$ cat config.mk
export PLATFORM = sky130hd
export DESIGN_NAME = c_escape_sequence_encoder_flat
export DESIGN_NICKNAME = d
export VERILOG_FILES = /design/src/sv/ces_pkg.sv /design/src/sv/ces_if.sv /design/src/sv/ces_front.sv /design/src/sv/ces_queue.sv /design/src/sv/ces_back.sv /design/src/sv/c_escape_sequence_encoder.sv /design/src/flat_wrapper.sv
export SDC_FILE = /design/constraint.sdc
export NUM_CORES = 1
export LEC_CHECK = 0
export ABC_AREA = 1
export BUFFER_PORTS_ARGS = -buffer_cell sky130_fd_sc_hd__buf_2
export CORE_MARGIN = 4
export CORE_UTILIZATION = 40
export DETAILED_ROUTE_END_ITERATION = 10
export HOLD_SLACK_MARGIN = 0.06
export PLACE_DENSITY = 0.59
export SYNTH_ARGS = -nofsm -noshare
export SYNTH_HDL_FRONTEND = slang
export SYNTH_SLANG_ARGS = --single-unit
$ cat constraint.sdc
create_clock -name i_clk -period 5.2 [get_ports i_clk]
set_input_delay 1.04 -clock i_clk [delete_from_list [all_inputs] [get_ports i_clk]]
set_output_delay 1.04 -clock i_clk [all_outputs]
set_load 0.02 [all_outputs]
$ cat src/sv/ces_pkg.sv
// Shared types, character constants and the byte classifier for the escape encoder.
`default_nettype none

package ces_pkg;

    localparam int CES_MAX_CHARS   = 5;
    localparam int CES_QUEUE_DEPTH = 2;

    localparam logic [7:0] CH_NUL   = 8'h00;
    localparam logic [7:0] CH_BEL   = 8'h07;
    localparam logic [7:0] CH_BS    = 8'h08;
    localparam logic [7:0] CH_HT    = 8'h09;
    localparam logic [7:0] CH_LF    = 8'h0A;
    localparam logic [7:0] CH_VT    = 8'h0B;
    localparam logic [7:0] CH_FF    = 8'h0C;
    localparam logic [7:0] CH_CR    = 8'h0D;
    localparam logic [7:0] CH_SPACE = 8'h20;
    localparam logic [7:0] CH_TILDE = 8'h7E;
    localparam logic [7:0] CH_QMARK = 8'h3F;
    localparam logic [7:0] CH_BSL   = 8'h5C;
    localparam logic [7:0] CH_DQUOT = 8'h22;
    localparam logic [7:0] CH_ZERO  = 8'h30;
    localparam logic [7:0] CH_LOW_A = 8'h61;
    localparam logic [7:0] CH_LOW_X = 8'h78;

    // One classified request: the characters to emit and the index of the last one.
    typedef struct packed {
        logic [CES_MAX_CHARS-1:0][7:0] chars;
        logic [2:0]                    last_idx;
    } t_ces_cmd;

    function automatic logic [7:0] ces_hex(input logic [3:0] d);
        logic [7:0] r;
        if (d < 4'd10) begin
            r = CH_ZERO + {4'd0, d};
        end else begin
            r = CH_LOW_A + {4'd0, d} - 8'd10;
        end
        return r;
    endfunction

    function automatic t_ces_cmd ces_classify(input logic [7:0] c, input logic fin,
                                              input logic no_trig);
        t_ces_cmd   cmd;
        logic [7:0] trig_ch;
        logic       trig_hit;
        logic [7:0] ctl_ch;
        logic       ctl_hit;
        logic [2:0] n;

        trig_hit = 1'b1;
        unique case (c)
            8'h5B:   trig_ch = 8'h28; // [ -> (
            8'h5C:   trig_ch = 8'h2F; // \ -> /
            8'h5D:   trig_ch = 8'h29; // ] -> )
            8'h5E:   trig_ch = 8'h27; // ^ -> '
            8'h7B:   trig_ch = 8'h3C; // { -> <
            8'h7C:   trig_ch = 8'h21; // | -> !
            8'h7D:   trig_ch = 8'h3E; // } -> >
            8'h7E:   trig_ch = 8'h2D; // ~ -> -
            8'h23:   trig_ch = 8'h3D; // # -> =
            default: begin
                trig_ch  = CH_NUL;
                trig_hit = 1'b0;
            end
        endcase

        ctl_hit = 1'b1;
        unique case (c)
            CH_DQUOT: ctl_ch = CH_DQUOT;
            CH_BSL:   ctl_ch = CH_BSL;
            CH_BEL:   ctl_ch = 8'h61; // a
            CH_BS:    ctl_ch = 8'h62; // b
            CH_FF:    ctl_ch = 8'h66; // f
            CH_LF:    ctl_ch = 8'h6E; // n
            CH_CR:    ctl_ch = 8'h72; // r
            CH_HT:    ctl_ch = 8'h74; // t
            CH_VT:    ctl_ch = 8'h76; // v
            default:  begin
                ctl_ch  = CH_NUL;
                ctl_hit = 1'b0;
            end
        endcase

        cmd.chars = '0;
        if (!no_trig && trig_hit) begin
            cmd.chars[0] = CH_QMARK;
            cmd.chars[1] = CH_QMARK;
            cmd.chars[2] = trig_ch;
            n = 3'd3;
        end else if (!no_trig && c == CH_QMARK) begin
            cmd.chars[0] = CH_BSL;
            cmd.chars[1] = CH_QMARK;
            n = 3'd2;
        end else if (ctl_hit) begin
            cmd.chars[0] = CH_BSL;
            cmd.chars[1] = ctl_ch;
            n = 3'd2;
        end else if (c >= CH_SPACE && c <= CH_TILDE) begin
            cmd.chars[0] = c;
            n = 3'd1;
        end else if (c == CH_NUL) begin
            cmd.chars[0] = CH_BSL;
            cmd.chars[1] = CH_ZERO;
            n = 3'd2;
        end else begin
            cmd.chars[0] = CH_BSL;
            cmd.chars[1] = CH_LOW_X;
            if (c[7:4] != 4'd0) begin
                cmd.chars[2] = ces_hex(c[7:4]);
                cmd.chars[3] = ces_hex(c[3:0]);
                n = 3'd4;
            end else begin
                cmd.chars[2] = ces_hex(c[3:0]);
                n = 3'd3;
            end
        end
        // terminator slot is already zero; just extend the run
        if (fin) begin
            n = n + 3'd1;
        end
        cmd.last_idx = n - 3'd1;
        return cmd;
    endfunction

endpackage

`default_nettype wire

$ cat src/sv/ces_if.sv
// Valid/ready channel interfaces for raw input bytes and escaped output characters.
`default_nettype none

interface ces_in_if;
    logic       valid;
    logic       ready;
    logic [7:0] in_byte;
    logic       final_byte;

    modport source(output valid, output in_byte, output final_byte, input ready);
    modport sink(input valid, input in_byte, input final_byte, output ready);
endinterface

interface ces_out_if;
    logic       valid;
    logic       ready;
    logic [7:0] out_char;
    logic       run_last;

    modport source(output valid, output out_char, output run_last, input ready);
    modport sink(input valid, input out_char, input run_last, output ready);
endinterface

`default_nettype wire

$ cat src/sv/ces_front.sv
// Front end: config register, input request acceptance and byte classification.
`default_nettype none

module ces_front
    import ces_pkg::*;
(
    input  wire logic     i_clk,
    input  wire logic     i_rst_n,
    input  wire logic     i_cfg_we,
    input  wire logic     i_cfg_wdata,
    ces_in_if.sink        i_in_ch,
    output t_ces_cmd      o_push_cmd,
    output logic          o_push_valid,
    input  wire logic     i_push_ready
);

    logic r_no_trigraphs;
    logic n_no_trigraphs;

    always_comb begin
        n_no_trigraphs = r_no_trigraphs;
        if (i_cfg_we) begin
            n_no_trigraphs = i_cfg_wdata;
        end
    end

    always_ff @(posedge i_clk) begin
        if (!i_rst_n) begin
            r_no_trigraphs <= 1'b0;
        end else begin
            r_no_trigraphs <= n_no_trigraphs;
        end
    end

    assign i_in_ch.ready = i_push_ready;
    assign o_push_valid  = i_in_ch.valid;
    assign o_push_cmd    = ces_classify(i_in_ch.in_byte, i_in_ch.final_byte, r_no_trigraphs);

endmodule

`default_nettype wire

$ cat src/sv/ces_queue.sv
// Small FIFO of classified requests between the front and back ends.
`default_nettype none

module ces_queue
    import ces_pkg::*;
#(
    parameter int DEPTH = CES_QUEUE_DEPTH
) (
    input  wire logic     i_clk,
    input  wire logic     i_rst_n,
    input  wire logic     i_push_valid,
    input  wire t_ces_cmd i_push_cmd,
    output logic          o_push_ready,
    output logic          o_pop_valid,
    output t_ces_cmd      o_pop_cmd,
    input  wire logic     i_pop
);

    localparam int PW = (DEPTH > 1) ? $clog2(DEPTH) : 1;
    localparam int CW = $clog2(DEPTH + 1);

    t_ces_cmd      r_mem [DEPTH];
    logic [PW-1:0] r_wr_ptr, n_wr_ptr;
    logic [PW-1:0] r_rd_ptr, n_rd_ptr;
    logic [CW-1:0] r_count, n_count;
    logic          push;

    assign o_push_ready = (r_count != CW'(DEPTH));
    assign o_pop_valid  = (r_count != '0);
    assign o_pop_cmd    = r_mem[r_rd_ptr];
    assign push         = i_push_valid && o_push_ready;

    always_comb begin
        n_wr_ptr = r_wr_ptr;
        n_rd_ptr = r_rd_ptr;
        n_count  = r_count;
        if (push) begin
            n_wr_ptr = (r_wr_ptr == PW'(DEPTH - 1)) ? '0 : r_wr_ptr + PW'(1);
        end
        if (i_pop) begin
            n_rd_ptr = (r_rd_ptr == PW'(DEPTH - 1)) ? '0 : r_rd_ptr + PW'(1);
        end
        if (push && !i_pop) begin
            n_count = r_count + CW'(1);
        end else if (!push && i_pop) begin
            n_count = r_count - CW'(1);
        end
    end

    always_ff @(posedge i_clk) begin
        if (!i_rst_n) begin
            r_wr_ptr <= '0;
            r_rd_ptr <= '0;
            r_count  <= '0;
        end else begin
            r_wr_ptr <= n_wr_ptr;
            r_rd_ptr <= n_rd_ptr;
            r_count  <= n_count;
        end
    end

    always_ff @(posedge i_clk) begin
        if (push) begin
            r_mem[r_wr_ptr] <= i_push_cmd;
        end
    end

    a_pop_not_empty: assert property (@(posedge i_clk) disable iff (!i_rst_n)
        i_pop |-> (r_count != '0))
        else $error("pop from empty request queue");

    a_count_bounded: assert property (@(posedge i_clk) disable iff (!i_rst_n)
        r_count <= CW'(DEPTH))
        else $error("request queue count overflow");

endmodule

`default_nettype wire

$ cat src/sv/ces_back.sv
// Back end: walks the head request one character per cycle, unless output stalls, into the output register.
`default_nettype none

module ces_back
    import ces_pkg::*;
(
    input  wire logic     i_clk,
    input  wire logic     i_rst_n,
    input  wire logic     i_cmd_valid,
    input  wire t_ces_cmd i_cmd,
    output logic          o_pop,
    ces_out_if.source     o_out_ch
);

    logic [2:0] r_idx, n_idx;
    logic       r_valid, n_valid;
    logic [7:0] r_char, n_char;
    logic       r_last, n_last;
    logic       load;
    logic       at_last;

    // output slot is free when empty or being taken this cycle
    assign load    = i_cmd_valid && (!r_valid || o_out_ch.ready);
    assign at_last = (r_idx == i_cmd.last_idx);
    assign o_pop   = load && at_last;

    always_comb begin
        n_idx   = r_idx;
        n_valid = r_valid;
        n_char  = r_char;
        n_last  = r_last;
        if (o_out_ch.ready) begin
            n_valid = 1'b0;
        end
        if (load) begin
            n_valid = 1'b1;
            n_char  = i_cmd.chars[r_idx];
            n_last  = at_last;
            n_idx   = at_last ? 3'd0 : r_idx + 3'd1;
        end
    end

    always_ff @(posedge i_clk) begin
        if (!i_rst_n) begin
            r_idx   <= 3'd0;
            r_valid <= 1'b0;
        end else begin
            r_idx   <= n_idx;
            r_valid <= n_valid;
        end
    end

    always_ff @(posedge i_clk) begin
        r_char <= n_char;
        r_last <= n_last;
    end

    assign o_out_ch.valid    = r_valid;
    assign o_out_ch.out_char = r_char;
    assign o_out_ch.run_last = r_last;

    a_idx_in_run: assert property (@(posedge i_clk) disable iff (!i_rst_n)
        i_cmd_valid |-> (r_idx <= i_cmd.last_idx))
        else $error("character index past end of request");

    a_idx_idle_zero: assert property (@(posedge i_clk) disable iff (!i_rst_n)
        !i_cmd_valid |-> (r_idx == 3'd0))
        else $error("character index nonzero with no request pending");

endmodule

`default_nettype wire

$ cat src/sv/c_escape_sequence_encoder.sv
// Top level of the C string-literal escape encoder.
//
//  channel    dir  payload                     handshake
//  i_in_ch    in   in_byte[7:0], final_byte    valid/ready
//  o_out_ch   out  out_char[7:0], run_last     valid/ready
//  i_cfg_*    in   i_cfg_wdata (no_trigraphs)  i_cfg_we
//
// Each input request yields 1 to 5 output characters, one per cycle while the receiver
// is ready; the output register sets the sustained rate at one character per cycle.
// An accepted request is written to the queue, then its first character to the output register.
// The request queue (QUEUE_DEPTH entries) lets input be taken while output stalls.
// Reset is synchronous, active low, and clears no_trigraphs and the queue.
`default_nettype none

module c_escape_sequence_encoder
    import ces_pkg::*;
#(
    parameter int QUEUE_DEPTH = CES_QUEUE_DEPTH
) (
    input  wire logic i_clk,
    input  wire logic i_rst_n,
    input  wire logic i_cfg_we,
    input  wire logic i_cfg_wdata,
    ces_in_if.sink    i_in_ch,
    ces_out_if.source o_out_ch
);

    t_ces_cmd push_cmd;
    t_ces_cmd head_cmd;
    logic     push_valid;
    logic     push_ready;
    logic     head_valid;
    logic     pop;

    ces_front u_front (
        .i_clk        (i_clk),
        .i_rst_n      (i_rst_n),
        .i_cfg_we     (i_cfg_we),
        .i_cfg_wdata  (i_cfg_wdata),
        .i_in_ch      (i_in_ch),
        .o_push_cmd   (push_cmd),
        .o_push_valid (push_valid),
        .i_push_ready (push_ready)
    );

    ces_queue #(
        .DEPTH (QUEUE_DEPTH)
    ) u_queue (
        .i_clk        (i_clk),
        .i_rst_n      (i_rst_n),
        .i_push_valid (push_valid),
        .i_push_cmd   (push_cmd),
        .o_push_ready (push_ready),
        .o_pop_valid  (head_valid),
        .o_pop_cmd    (head_cmd),
        .i_pop        (pop)
    );

    ces_back u_back (
        .i_clk       (i_clk),
        .i_rst_n     (i_rst_n),
        .i_cmd_valid (head_valid),
        .i_cmd       (head_cmd),
        .o_pop       (pop),
        .o_out_ch    (o_out_ch)
    );

endmodule

`default_nettype wire

$ cat src/flat_wrapper.sv
// flat-port wrapper written by rule: the top's interface ports become plain ports
module c_escape_sequence_encoder_flat import ces_pkg::*;
#(
    parameter int QUEUE_DEPTH = CES_QUEUE_DEPTH
)
  (i_clk, i_rst_n, i_cfg_we, i_cfg_wdata, i_in_ch_valid, i_in_ch_in_byte, i_in_ch_final_byte, i_in_ch_ready, o_out_ch_valid, o_out_ch_out_char, o_out_ch_run_last, o_out_ch_ready);
  ces_in_if i_in_ch_i ();
  ces_out_if o_out_ch_i ();
  input  wire logic i_clk;
  input  wire logic i_rst_n;
  input  wire logic i_cfg_we;
  input  wire logic i_cfg_wdata;
  input wire logic [$bits(i_in_ch_i.valid)-1:0] i_in_ch_valid;
  input wire logic [$bits(i_in_ch_i.in_byte)-1:0] i_in_ch_in_byte;
  input wire logic [$bits(i_in_ch_i.final_byte)-1:0] i_in_ch_final_byte;
  output wire logic [$bits(i_in_ch_i.ready)-1:0] i_in_ch_ready;
  output wire logic [$bits(o_out_ch_i.valid)-1:0] o_out_ch_valid;
  output wire logic [$bits(o_out_ch_i.out_char)-1:0] o_out_ch_out_char;
  output wire logic [$bits(o_out_ch_i.run_last)-1:0] o_out_ch_run_last;
  input wire logic [$bits(o_out_ch_i.ready)-1:0] o_out_ch_ready;
  assign i_in_ch_i.valid = i_in_ch_valid;
  assign i_in_ch_i.in_byte = i_in_ch_in_byte;
  assign i_in_ch_i.final_byte = i_in_ch_final_byte;
  assign i_in_ch_ready = i_in_ch_i.ready;
  assign o_out_ch_valid = o_out_ch_i.valid;
  assign o_out_ch_out_char = o_out_ch_i.out_char;
  assign o_out_ch_run_last = o_out_ch_i.run_last;
  assign o_out_ch_i.ready = o_out_ch_ready;
  c_escape_sequence_encoder #(.QUEUE_DEPTH(QUEUE_DEPTH)) u_core (.i_clk(i_clk), .i_rst_n(i_rst_n), .i_cfg_we(i_cfg_we), .i_cfg_wdata(i_cfg_wdata), .i_in_ch(i_in_ch_i), .o_out_ch(o_out_ch_i));
endmodule
==> run metrics <==
outcome finished clean; Inserted Diodes 0; setup slack, reg-to-reg around 2.3 ns; Area Growth Syn to Fin 10.0%; leakage power around 0.002 uW; Finish-stage setup viols 0; Reg2Reg Depth 13; DRT iter0 DRCs 245; hold path start u_core.u_queue.r_count[1]; Post-Synthesis Cells ~490; drt drc 0; routed wl met2 4720 um; RePlAce Congestion slightly above 0.9; largest net degree at the start of global routing 34; setup bufs post-CTS 0; Worst Path Arrival 3.80 ns; fmax approximately 0.27 GHz; top post-synthesis cells by area edfxtp_1, nor2_1, nand2_1; IR drop worst, VDD ~0.00029 V; Switching Fraction 0.352; Clock power frac 0.203; critical setup path kind in -> reg; Syn Area/Cell 8.97 um^2; slowest CP cell nand2_2; share of cells above drive strength 1 0.156; post-synth cell types 32; worst min path class reg -> reg; Ys Warns 0; FF-to-FF End u_core.u_queue.r_count[1]; Hold Slack just under 0.5 ns; Critical Path Fanout Max 20; Worst-Margin Slew between 0.9 and 1 ns; clk_lat worst skew 0.35 ns; vias per std cell 5.08; Core Area ~11000 um^2; final setup TNS 0 ns; clk sink count between 80 and 90; Hold Path Sink u_core.u_queue.r_count[1]; number of global-route vias before repair ~3.3k; drt first pass iters 5; routed length on met3 ~520 um; Seq/Total Area, Yosys 0.542; Top Layer Used met4; nature of the critical path endpoint register; worst hold stages 2; area share of the largest cell type after synthesis 0.497; number of synthesized flops with an enable pin 73; Max Cap Viol 0; area of the die between 10000 and 15000 um^2; Tot GR Track Use 0.168; Slew Viols, Final 0; Clock Path Buffers 2; Commonest cells post-synth nor2_1, nand2_1, edfxtp_1; slowest stage delay, CP 0.37 ns; # port buffers 25; Post-synth ARST share 0; Vert. Die Dim 113 um; CTS tree built; worst rel slew slack 0.341; Final Cycle Share 0.713; first-pass GRT wire length about 17000 um; H-tree depth 3; RSZ-0062 raised after global routing false; Synth Register Bits 83; Internal Dissipation between 1000 and 1500 uW; Mapped Area ~4400 um^2; CP required roughly 5.3 ns; Layout Skew 0.0151 ns; DR vias around 3.4k; Reg power frac 0.494; Main synth FF type edfxtp_1; Routed WL approximately 10000 um; Root Buffer clkbuf_8; hold buffers post-CTS 0; CP Launch Type input pin; DRT met1 WL slightly below 5000 um; Row Count 38; ANT nets after route 0; area leader, netlist edfxtp_1; Routed wire per std cell about 16 um; Num CTS Buffers 9; most common cell in the netlist nor2_1; crit path from i_in_ch_in_byte[0]; Die X between 100 and 150 um; Starting Density 0.407; post-layout minimum cycle time 3.71 ns; Switch Pwr a little under 700 uW; Resized Gates After CTS 0; Post-DP HPWL ~7400 um; combinational share of power 0.303; nets 550; Fin. Hold Viols 0; number of I/O pins 26; pwr/cell area between 300 and 400 nW/um^2; Clk pin slew, worst setup/hold paths 0.08 ns; gr ovfl total 0; initial antenna violation count 0; CP cell instances buf_2 -> inv_1 -> ha_1 -> o21ai_0 -> nor2_1 -> nor2_2 -> nand3_2 -> nand2_2 -> nand3_1 -> ha_1 -> or2_2 -> nand2_1 -> ha_1 -> inv_1 -> xor2_1 -> inv_1 -> nand4_1 -> nand2_1
[worst max-delay path, delay by kind of cell]
family                     cells  cell delay (ns)
AOI/OAI and AO/OA              1             0.19
buffers and inverters          4             0.36
xor gates and xnor gates       1             0.17
adders and majority gates      3             0.70
and+or+nand+nor                9             1.35
[final cells by class]
class	count	area, um^2
fill	1074	5980
timing repair buffer	31	170
multi-input combinational	343	1750
clock buffer	11	131
tap	140	175
inverter	54	203
sequential	83	2390
clock inverter	5	30.0
[sequential cells by signal (all words and copies together) (netlist names), 2 cells and up, named ones only]
register and count:
u_core.u_queue.r_count 2, u_core.u_back.r_idx 3, u_core.u_queue.r_mem 64, u_core.u_back.o_out_ch.out_char 8
[cell families (layout without fill, tap and decap cells)]
| kind of cell | Yosys count | count (layout) | synth area share |
|---|---|---|---|
| flops | 83 | 83 | 0.542 |
| other cells | 1 | 2 | 0.000850 |
| xor+xnor | 7 | 7 | 0.0139 |
| buf+inv | 67 | 101 | 0.0626 |
| simple gates | 240 | 240 | 0.245 |
| fa+ha+maj | 13 | 13 | 0.0368 |
| compound gates | 81 | 81 | 0.0984 |
[power groups by stage]
stage	Sequential, uW	Combinational, uW	Clock, uW
6_report	956	588	394
5_1_grt	969	658	433
4_1_cts	958	594	398
3_5_place_dp	973	592	0
3_3_place_gp	970	586	0
2_1_floorplan	1010	354	0
[cells in the final DEF (no fill, tap or decap), types with 11 or more instances in the layout]
master / count
a21oi_1: 11
nand3_1: 23
inv_1: 45
edfxtp_1: 73
ha_1: 13
buf_2: 25
o21ai_0: 47
nand2_1: 84
nor2_1: 94
o22ai_1: 15
[how the worst max path moves through the flow]
| stage | to | slack [ns] |
|---|---|---|
| 6_report | u_core.u_queue.r_mem[1][2] | 1.49 |
| 2_1_floorplan | u_core.u_queue.r_mem[0][2] | 1.66 |
| 4_1_cts | u_core.u_queue.r_mem[1][2] | 1.51 |
| 3_3_place_gp | u_core.u_queue.r_mem[0][2] | 1.17 |
| 5_1_grt | u_core.u_queue.r_mem[1][2] | 1.21 |
| 3_5_place_dp | u_core.u_queue.r_mem[0][2] | 1.16 |
[through the flow]
step | setup slack [ns] | instances | power [uW] | area, um^2 | utilization
global route | 1.21 | 667 | 2060 | 4860 | 0.448
detailed placement | 1.16 | 651 | 1570 | 4690 | 0.433
CTS | 1.51 | 667 | 1950 | 4860 | 0.448
finish | 1.49 | 667 | 1940 | 4860 | 0.448
global placement | 1.17 | 651 | 1560 | 4690 | 0.433
floorplan | 1.66 | 493 | 1370 | 4420 | -
[layer usage]
| metal | up-vias | GRT usage |
|---|---|---|
| met4 | 0 | 0.0777 |
| met3 | 23 | 0.0246 |
| li1 | 1703 | - |
| met1 | 1580 | 0.225 |
| met2 | 85 | 0.271 |
| met5 | - | 0 |
Power figures use the tool's default switching activity.
